File: config.mk
export PLATFORM = sky130hd
export DESIGN_NAME = uniform_register_alu_flat
export DESIGN_NICKNAME = d
export VERILOG_FILES = /design/src/rtl/core/ura_pkg.sv /design/src/rtl/core/ura_if.sv /design/src/rtl/core/uniform_register_alu.sv /design/src/flat_wrapper.sv
export SDC_FILE = /design/constraint.sdc
export NUM_CORES = 2
export LEC_CHECK = 0
export ABC_CLOCK_PERIOD_IN_PS = 15000
export BUFFER_PORTS_ARGS = -buffer_cell sky130_fd_sc_hd__buf_2
export CAP_MARGIN = 25
export CORE_MARGIN = 2
export CORE_UTILIZATION = 40
export CTS_BUF_LIST = sky130_fd_sc_hd__clkbuf_4 sky130_fd_sc_hd__clkbuf_8 sky130_fd_sc_hd__clkbuf_16
export DETAILED_ROUTE_END_ITERATION = 8
export PLACE_DENSITY_LB_ADDON = 0.25
export SLEW_MARGIN = 10
export SYNTH_ARGS = -nofsm -noshare
export SYNTH_HDL_FRONTEND = slang
export SYNTH_SLANG_ARGS = --single-unit
File: constraint.sdc
create_clock -name clk_i -period 15 [get_ports clk_i]
set_clock_uncertainty 0.05 [all_clocks]
set_input_delay 2.25 -clock clk_i [delete_from_list [all_inputs] [get_ports clk_i]]
set_output_delay 2.25 -clock clk_i [all_outputs]
set_load 0.05 [all_outputs]
File: src/rtl/core/ura_pkg.sv
// Shared types and constants of the uniform register ALU.
package ura_pkg;

  // Index value that names no register: reads as zero, writes are dropped.
  localparam logic [7:0] NO_REG = 8'd255;
  localparam int unsigned WORD_W = 32;
  localparam int unsigned SHAMT_W = 5;

  typedef enum logic [2:0] {
    OP_MOVE32 = 3'd0,
    OP_MOVE64 = 3'd1,
    OP_ADD3   = 3'd2,
    OP_SHL    = 3'd3,
    OP_SHR    = 3'd4
  } op_e;

  typedef enum logic [1:0] {
    BK_REG   = 2'd0,
    BK_IMM   = 2'd1,
    BK_OTHER = 2'd2
  } b_kind_e;

  // One decoded instruction.
  typedef struct packed {
    logic [2:0]         operation;
    logic [7:0]         dest_index;
    logic               a_is_register;
    logic [7:0]         a_index;
    logic               a_negate;
    logic [1:0]         b_kind;
    logic signed [63:0] b_value;
    logic               b_negate;
    logic               c_is_register;
    logic [7:0]         c_index;
    logic               c_negate;
  } ura_req_t;

  // The register write reported for one instruction.
  typedef struct packed {
    logic              wrote;
    logic [7:0]        write_index;
    logic [WORD_W-1:0] write_value;
    logic              wrote_pair;
    logic [WORD_W-1:0] pair_value;
  } ura_res_t;

endpackage

File: src/rtl/core/ura_if.sv
// Valid/ready channel interfaces for instruction requests and write results.
interface ura_req_if;
  logic              valid;
  logic              ready;
  ura_pkg::ura_req_t data;

  modport source (output valid, output data, input ready);
  modport sink (input valid, input data, output ready);
endinterface

interface ura_res_if;
  logic              valid;
  logic              ready;
  ura_pkg::ura_res_t data;

  modport source (output valid, output data, input ready);
  modport sink (input valid, input data, output ready);
endinterface

File: src/rtl/core/uniform_register_alu.sv
// Uniform register file with a three-input adder, shifter and immediate moves.
//
//   channel | direction | payload    | meaning
//   --------+-----------+------------+------------------------------------------
//   req_i   | in        | ura_req_t  | one decoded instruction per request
//   res_o   | out       | ura_res_t  | the register write(s) the instruction made
//
// A request is taken every cycle when the result side keeps up; it is held in
// the operand read stage, then its result in the result register. The operand
// read stage holds a request while the result register waits on res_o.ready,
// and req_i.ready falls only then. Reset clears the per-register valid bits
// at once, so every register reads as zero right after reset and no clearing
// pass is needed.
module uniform_register_alu #(
  parameter int unsigned NUM_REGS = 64
) (
  input  logic             clk_i,
  input  logic             rst_ni,
  ura_req_if.sink          req_i,
  ura_res_if.source        res_o
);
  import ura_pkg::*;

  // The file is split into an even and an odd bank so that a 64-bit move can
  // write its two neighboring registers in the same cycle. Each bank is kept
  // twice: one copy serves the a and b reads, the other serves the c read.
  localparam int unsigned IW  = $clog2(NUM_REGS);
  localparam int unsigned BD  = (NUM_REGS + 1) / 2;
  localparam int unsigned BAW = (BD > 1) ? $clog2(BD) : 1;
  localparam logic [8:0]  NUM_REGS_W = 9'(NUM_REGS);

  logic [WORD_W-1:0] mem_even_ab_q [BD];
  logic [WORD_W-1:0] mem_even_c_q  [BD];
  logic [WORD_W-1:0] mem_odd_ab_q  [BD];
  logic [WORD_W-1:0] mem_odd_c_q   [BD];

  // One valid bit per register; an entry never written reads as zero.
  logic [NUM_REGS-1:0] vld_q;

  // Operand read stage.
  logic              s1_vld_q;
  ura_req_t          s1_req_q;
  logic [WORD_W-1:0] a_even_q, a_odd_q, b_even_q, b_odd_q, c_even_q, c_odd_q;
  logic              a_ok_q, b_ok_q, c_ok_q;

  // The write made at the edge where the staged request read its operands;
  // the memories return the old word for it, so it is forwarded.
  logic              fw_w_q, fw_p_q;
  logic [7:0]        fw_idx_q, fw_pidx_q;
  logic [WORD_W-1:0] fw_val_q, fw_pval_q;

  // Result register.
  logic     res_vld_q;
  ura_res_t res_q;

  logic accept, adv;
  logic a_in, b_in, c_in;
  logic [BAW-1:0] a_addr, b_addr, c_addr;

  assign adv           = s1_vld_q && (!res_vld_q || res_o.ready);
  assign req_i.ready   = !s1_vld_q || adv;
  assign accept        = req_i.valid && req_i.ready;
  assign res_o.valid   = res_vld_q;
  assign res_o.data    = res_q;

  // Source indexes in range; the b index is a full 64-bit value.
  assign a_in = (req_i.data.a_index != NO_REG) && ({1'b0, req_i.data.a_index} < NUM_REGS_W);
  assign c_in = (req_i.data.c_index != NO_REG) && ({1'b0, req_i.data.c_index} < NUM_REGS_W);
  assign b_in = $unsigned(req_i.data.b_value) < 64'(NUM_REGS);

  assign a_addr = BAW'(req_i.data.a_index >> 1);
  assign b_addr = BAW'(req_i.data.b_value[7:0] >> 1);
  assign c_addr = BAW'(req_i.data.c_index >> 1);

  // Operand reads, captured with the request.
  always_ff @(posedge clk_i) begin
    if (accept) begin
      s1_req_q <= req_i.data;
      a_even_q <= mem_even_ab_q[a_addr];
      a_odd_q  <= mem_odd_ab_q[a_addr];
      b_even_q <= mem_even_ab_q[b_addr];
      b_odd_q  <= mem_odd_ab_q[b_addr];
      c_even_q <= mem_even_c_q[c_addr];
      c_odd_q  <= mem_odd_c_q[c_addr];
      a_ok_q   <= a_in && vld_q[req_i.data.a_index[IW-1:0]];
      b_ok_q   <= b_in && vld_q[req_i.data.b_value[IW-1:0]];
      c_ok_q   <= c_in && vld_q[req_i.data.c_index[IW-1:0]];
    end
  end

  // Resolve one source: forwarded write, then stored word, then zero.
  function automatic logic [WORD_W-1:0] pick_src(
    input logic              hit_w,
    input logic              hit_p,
    input logic [WORD_W-1:0] val_w,
    input logic [WORD_W-1:0] val_p,
    input logic              ok,
    input logic [WORD_W-1:0] stored
  );
    logic [WORD_W-1:0] r;
    if (hit_w) begin
      r = val_w;
    end else if (hit_p) begin
      r = val_p;
    end else if (ok) begin
      r = stored;
    end else begin
      r = '0;
    end
    return r;
  endfunction

  logic [WORD_W-1:0] a_rd, b_rd, c_rd;
  logic [WORD_W-1:0] a_add, b_add, c_add, imm_lo;
  logic [SHAMT_W-1:0] shamt;
  logic              dest_ok, pair_ok;
  logic              w_en, p_en;
  logic [7:0]        pidx;
  logic [WORD_W-1:0] w_val, p_val;

  always_comb begin
    a_rd = pick_src(fw_w_q && (s1_req_q.a_index == fw_idx_q),
                    fw_p_q && (s1_req_q.a_index == fw_pidx_q),
                    fw_val_q, fw_pval_q, a_ok_q,
                    s1_req_q.a_index[0] ? a_odd_q : a_even_q);
    b_rd = pick_src(fw_w_q && ($unsigned(s1_req_q.b_value) == {56'd0, fw_idx_q}),
                    fw_p_q && ($unsigned(s1_req_q.b_value) == {56'd0, fw_pidx_q}),
                    fw_val_q, fw_pval_q, b_ok_q,
                    s1_req_q.b_value[0] ? b_odd_q : b_even_q);
    c_rd = pick_src(fw_w_q && (s1_req_q.c_index == fw_idx_q),
                    fw_p_q && (s1_req_q.c_index == fw_pidx_q),
                    fw_val_q, fw_pval_q, c_ok_q,
                    s1_req_q.c_index[0] ? c_odd_q : c_even_q);

    imm_lo = s1_req_q.b_value[WORD_W-1:0];

    a_add = '0;
    if (s1_req_q.a_is_register) begin
      a_add = s1_req_q.a_negate ? (~a_rd + 32'd1) : a_rd;
    end
    b_add = (b_kind_e'(s1_req_q.b_kind) == BK_REG) ? b_rd : '0;
    // The immediate stands in for the third addend when no c register is given.
    if (s1_req_q.c_is_register && (s1_req_q.c_index != NO_REG)) begin
      c_add = s1_req_q.c_negate ? (~c_rd + 32'd1) : c_rd;
    end else if (b_kind_e'(s1_req_q.b_kind) == BK_IMM) begin
      c_add = s1_req_q.b_negate ? (~imm_lo + 32'd1) : imm_lo;
    end else begin
      c_add = '0;
    end

    shamt = (b_kind_e'(s1_req_q.b_kind) == BK_IMM) ? s1_req_q.b_value[SHAMT_W-1:0] : '0;

    dest_ok = (s1_req_q.dest_index != NO_REG) && ({1'b0, s1_req_q.dest_index} < NUM_REGS_W);
    pair_ok = ({1'b0, s1_req_q.dest_index} + 9'd1) < NUM_REGS_W;
    pidx    = s1_req_q.dest_index + 8'd1;

    w_en  = 1'b0;
    p_en  = 1'b0;
    w_val = '0;
    p_val = '0;
    if (dest_ok) begin
      case (op_e'(s1_req_q.operation))
        OP_MOVE32: begin
          w_en  = 1'b1;
          w_val = imm_lo;
        end
        OP_MOVE64: begin
          w_en  = 1'b1;
          w_val = imm_lo;
          p_en  = pair_ok;
          p_val = pair_ok ? s1_req_q.b_value[63:WORD_W] : '0;
        end
        OP_ADD3: begin
          w_en  = 1'b1;
          w_val = a_add + b_add + c_add;
        end
        OP_SHL: begin
          w_en  = s1_req_q.a_is_register;
          w_val = s1_req_q.a_is_register ? (a_rd << shamt) : '0;
        end
        OP_SHR: begin
          w_en  = s1_req_q.a_is_register;
          w_val = s1_req_q.a_is_register ? (a_rd >> shamt) : '0;
        end
        default: begin
          w_en = 1'b0;
        end
      endcase
    end
  end

  // Bank writes: the primary and the pair register always fall in different banks.
  logic              even_we, odd_we;
  logic [BAW-1:0]    even_addr, odd_addr;
  logic [WORD_W-1:0] even_val, odd_val;
  logic [NUM_REGS-1:0] vld_set;

  always_comb begin
    even_we   = adv && ((w_en && !s1_req_q.dest_index[0]) || (p_en && s1_req_q.dest_index[0]));
    odd_we    = adv && ((w_en && s1_req_q.dest_index[0]) || (p_en && !s1_req_q.dest_index[0]));
    even_addr = s1_req_q.dest_index[0] ? BAW'(pidx >> 1) : BAW'(s1_req_q.dest_index >> 1);
    odd_addr  = s1_req_q.dest_index[0] ? BAW'(s1_req_q.dest_index >> 1) : BAW'(pidx >> 1);
    even_val  = s1_req_q.dest_index[0] ? p_val : w_val;
    odd_val   = s1_req_q.dest_index[0] ? w_val : p_val;
    // Valid bits that this instruction's writes turn on.
    vld_set = '0;
    if (w_en) begin
      vld_set[s1_req_q.dest_index[IW-1:0]] = 1'b1;
    end
    if (p_en) begin
      vld_set[pidx[IW-1:0]] = 1'b1;
    end
  end

  always_ff @(posedge clk_i) begin
    if (even_we) begin
      mem_even_ab_q[even_addr] <= even_val;
      mem_even_c_q[even_addr]  <= even_val;
    end
    if (odd_we) begin
      mem_odd_ab_q[odd_addr] <= odd_val;
      mem_odd_c_q[odd_addr]  <= odd_val;
    end
  end

  // Forwarded write record and result payload.
  always_ff @(posedge clk_i) begin
    if (adv) begin
      fw_idx_q             <= s1_req_q.dest_index;
      fw_pidx_q            <= pidx;
      fw_val_q             <= w_val;
      fw_pval_q            <= p_val;
      res_q.wrote          <= w_en;
      res_q.write_index    <= w_en ? s1_req_q.dest_index : 8'd0;
      res_q.write_value    <= w_val;
      res_q.wrote_pair     <= p_en;
      res_q.pair_value     <= p_val;
    end
  end

  // Control state.
  always_ff @(posedge clk_i or negedge rst_ni) begin
    if (!rst_ni) begin
      s1_vld_q  <= 1'b0;
      res_vld_q <= 1'b0;
      fw_w_q    <= 1'b0;
      fw_p_q    <= 1'b0;
      vld_q     <= '0;
    end else begin
      if (accept) begin
        s1_vld_q <= 1'b1;
      end else if (adv) begin
        s1_vld_q <= 1'b0;
      end
      if (adv) begin
        res_vld_q <= 1'b1;
        fw_w_q    <= w_en;
        fw_p_q    <= p_en;
        vld_q     <= vld_q | vld_set;
      end else if (res_o.ready) begin
        res_vld_q <= 1'b0;
      end
    end
  end

endmodule
File: src/flat_wrapper.sv
// flat-port wrapper written by rule: the top's interface ports become plain ports
module uniform_register_alu_flat import ura_pkg::*;
#(
  parameter int unsigned NUM_REGS = 64
)
  (clk_i, rst_ni, req_i_valid, req_i_data, req_i_ready, res_o_valid, res_o_data, res_o_ready);
  ura_req_if req_i_i ();
  ura_res_if res_o_i ();
  input  logic clk_i;
  input  logic rst_ni;
  input wire logic [$bits(req_i_i.valid)-1:0] req_i_valid;
  input wire logic [$bits(req_i_i.data)-1:0] req_i_data;
  output wire logic [$bits(req_i_i.ready)-1:0] req_i_ready;
  output wire logic [$bits(res_o_i.valid)-1:0] res_o_valid;
  output wire logic [$bits(res_o_i.data)-1:0] res_o_data;
  input wire logic [$bits(res_o_i.ready)-1:0] res_o_ready;
  assign req_i_i.valid = req_i_valid;
  assign req_i_i.data = req_i_data;
  assign req_i_ready = req_i_i.ready;
  assign res_o_valid = res_o_i.valid;
  assign res_o_data = res_o_i.data;
  assign res_o_i.ready = res_o_ready;
  uniform_register_alu #(.NUM_REGS(NUM_REGS)) u_core (.clk_i(clk_i), .rst_ni(rst_ni), .req_i(req_i_i), .res_o(res_o_i));
endmodule
==> impl_metrics.ini <==
[floorplanning]
rows = 217
fp.coreArea_mm2 = 0.349
die_area_mm2 = 0.355
io_pins = 178
fp.dieH_um = 596
die_w_um = 596
floorplan.initialDensity_pct = 40.1

[finish]
fin_cells = 12600
area_growth_pct = 12.1
multi_input_area_mm2 = 0.0633
final_cell_mix = 2431 x edfxtp_1, 2027 x mux4_2, 311 x nand2_1
nets = 7957
fill_cells = 29500
drive_above_1_share_pct = 42.5
layout_commonest_cell = edfxtp_1
stdcell_area_mm2 = 0.157
seqCellArea_mm2 = 0.0747

[drt]
highest-signal-layer = met5
drtAntennaViolNets = 0
drt-met1-wl_um = 202000
routed-wl-met2_um = 245000
wl_met3_um = 65200
wl_per_cell_um = 43.2
drc_errors = 0
viasPerCell = 7.11
num_vias = 89700
drtIter0Drc = 14200
drtPass1Iterations = 8
drt-total-wl_um = 545000

[sta]
tns_ps = 0
finalCriticalPeriod_ps = 9330
maxSlewHeadroom_pct = 6.41
slew_violations = 0
period_share_pct = 62.2
rsz0062_at_grt = false
hold_violations = 0
fmax_mhz = 107
finalSetupViolCount = 0
worstMarginPinSlew_ps = 1400

[clock_tree]
ctsResizeCount = 0
cts_inserted_buffers = 282
cts_max_level = 5
cts_sinks = 2499
clk_latency_ps = 910
cts_setup_buffers = 0
path_clk_slew_ps = 70
root_buffer = clkbuf_16
clock_path_buffers = 4
cts_tree = yes
hold_buffers = 0

[run_status]
status = complete, no violations

[placement]
dp_cells = 12100
gp_congestion = 1.06
dp_hpwl_um = 333000
port_buffers = 177
dpl_cell_area_mm2 = 0.148

[global_routing]
antenna_found_initial = 35
grt_max_degree = 139
grt_pass1_wl_um = 743000
grt_util_all_layers_pct = 30.4
gr-total-overflow = 0
grt_pass1_vias = 88200

[synthesis]
ys_seq_area_share_pct = 53.3
postSynthAreaPerCell_um2 = 18.2
syn_area_mm2 = 0.140
async_flop_share_pct = 2.72
synth_cells = 7702
synth-seq-cells = 2499
ys_warn_count = 0
synth_ff_type = edfxtp_1
synthDistinctLibCells = 77
synth_edf_count = 2431

[job]
maxCapViolations = 0

[critical_path]
rr_endpoint = u_core.mem_even_c_q[23][25]$_DFFE_PP_
crit_arrival_ps = 9860
rrSetupSlack_ps = 5670
crit_type = register to register
crit_fanout = 39
r2r_cells = 30
start_kind = register
slowest_stage = nor3_1
r2r-start = u_core.fw_pidx_q[4]$_DFFE_PP_
crit_path_max_incr_delay_ps = 950
cpMostUsedCell = o21ai_0
worst_setup_path_end_kind = register
cp.required_ps = 15530

[pwr]
p_leak_uw = 0.0495
power_density_mw_per_mm2 = 109
ir_drop_v = 0.000104

[hold_path]
min-delay-path-class = register to register
hold_depth = 1
min_to = u_core.vld_q[57]$_DFFE_PN0P_
hold_start = u_core.vld_q[57]$_DFFE_PN0P_
-- critical path, delay by kind of cell (launching register included) --
family | cells | cell delay, ps
multiplexers | 1 | 730
adder cells (fa/ha/maj) | 3 | 880
AND/OR/NAND/NOR | 9 | 3040
buffers and inverters | 3 | 510
XOR/XNOR | 3 | 750
AO/OA/AOI/OAI | 11 | 2530
flip-flops | 1 | 470
-- area by class of cell --
type	instances	area share, %
inverter	100	0.241
tap	4599	3.66
timing repair buffer	482	2.33
multi-input combinational	4423	40.3
antenna	28	0.0446
sequential	2499	47.6
clock buffer	333	4.86
clock inverter	157	0.972
-- cell families after synthesis --
group                      count (synthesis)  synth area share, %
buffers and inverters                    781                 2.10
AOI/OAI and AO/OA                        839                 4.00
muxes                                   2419                 35.7
other                                      1              0.00268
and+or+nand+nor                          924                 3.05
xor gates and xnor gates                 172                 1.08
DFF                                     2499                 53.3
adders and majority gates                 67                0.770
-- per-layer routing --
layer,track usage [%],up-vias
li1,-,33600
met1,41.0,48300
met2,45.4,6709
met3,7.82,1161
met4,16.1,10
met5,0,-
-- worst max path at each step --
stage	from	to	slack (ps)	cells after the start
5_1_grt	u_core.fw_pidx_q[4]$_DFFE_PP_	u_core.mem_odd_ab_q[17][30]$_DFFE_PP_	5400	33
3_3_place_gp	u_core.fw_pidx_q[5]$_DFFE_PP_	u_core.mem_odd_ab_q[22][26]$_DFFE_PP_	5770	32
2_1_floorplan	res_o_ready	u_core.a_even_q[0]$_DFFE_PP_	4850	2
4_1_cts	u_core.fw_pidx_q[4]$_DFFE_PP_	u_core.mem_even_c_q[10][27]$_DFFE_PP_	5840	30
6_report	u_core.fw_pidx_q[4]$_DFFE_PP_	u_core.mem_even_c_q[23][25]$_DFFE_PP_	5670	30
3_5_place_dp	u_core.fw_pidx_q[5]$_DFFE_PP_	u_core.mem_even_c_q[30][27]$_DFFE_PP_	5940	30
-- power breakdown --
part	total (µW)	switching, µW	internal [µW]
clock network	7030	2920	4110
registers	7950	188	7760
logic	2200	1310	896
-- stage by stage --
step | utilization [%] | setup slack, ps | power, µW | hold slack [ps]
5_1_grt | 45.0 | 5400 | 17600 | 487
6_report | 45.0 | 5670 | 17200 | 468
3_3_place_gp | 42.3 | 5770 | 10200 | 431
3_5_place_dp | 42.3 | 5940 | 10200 | 455
2_1_floorplan | - | 4850 | 9390 | 374
4_1_cts | 44.9 | 5840 | 17200 | 468
-- registers in the layout, summed over array words and instances, names as in the netlist, 64 cells and up --
signal               cells
u_core.mem_odd_ab_q   1024
u_core.vld_q            64
u_core.mem_even_c_q   1024
u_core.s1_req_q         66
-- cells in the mapped netlist (all sizes together), types with 34 or more instances --
library cell / number / area, µm²
edfxtp: 2431 / 73000
mux4: 2027 / 45700
clkbuf: 483 / 1810
nand2: 316 / 1190
mux2: 295 / 3320
nor2: 258 / 968
buf: 198 / 746
o21ai: 187 / 936
xnor2: 127 / 1110
a21oi: 123 / 616
mux2i: 97 / 971
inv: 96 / 360
a22oi: 92 / 691
o211ai: 85 / 638
nor3: 77 / 385
dfrtp: 68 / 1700
o21bai: 68 / 510
a31oi: 57 / 357
and2: 54 / 338
xor2: 45 / 394
nand3: 42 / 210
nor4: 40 / 265
ha: 35 / 438
nand4: 34 / 213
No activity file was read; power rests on OpenSTA's default activity.
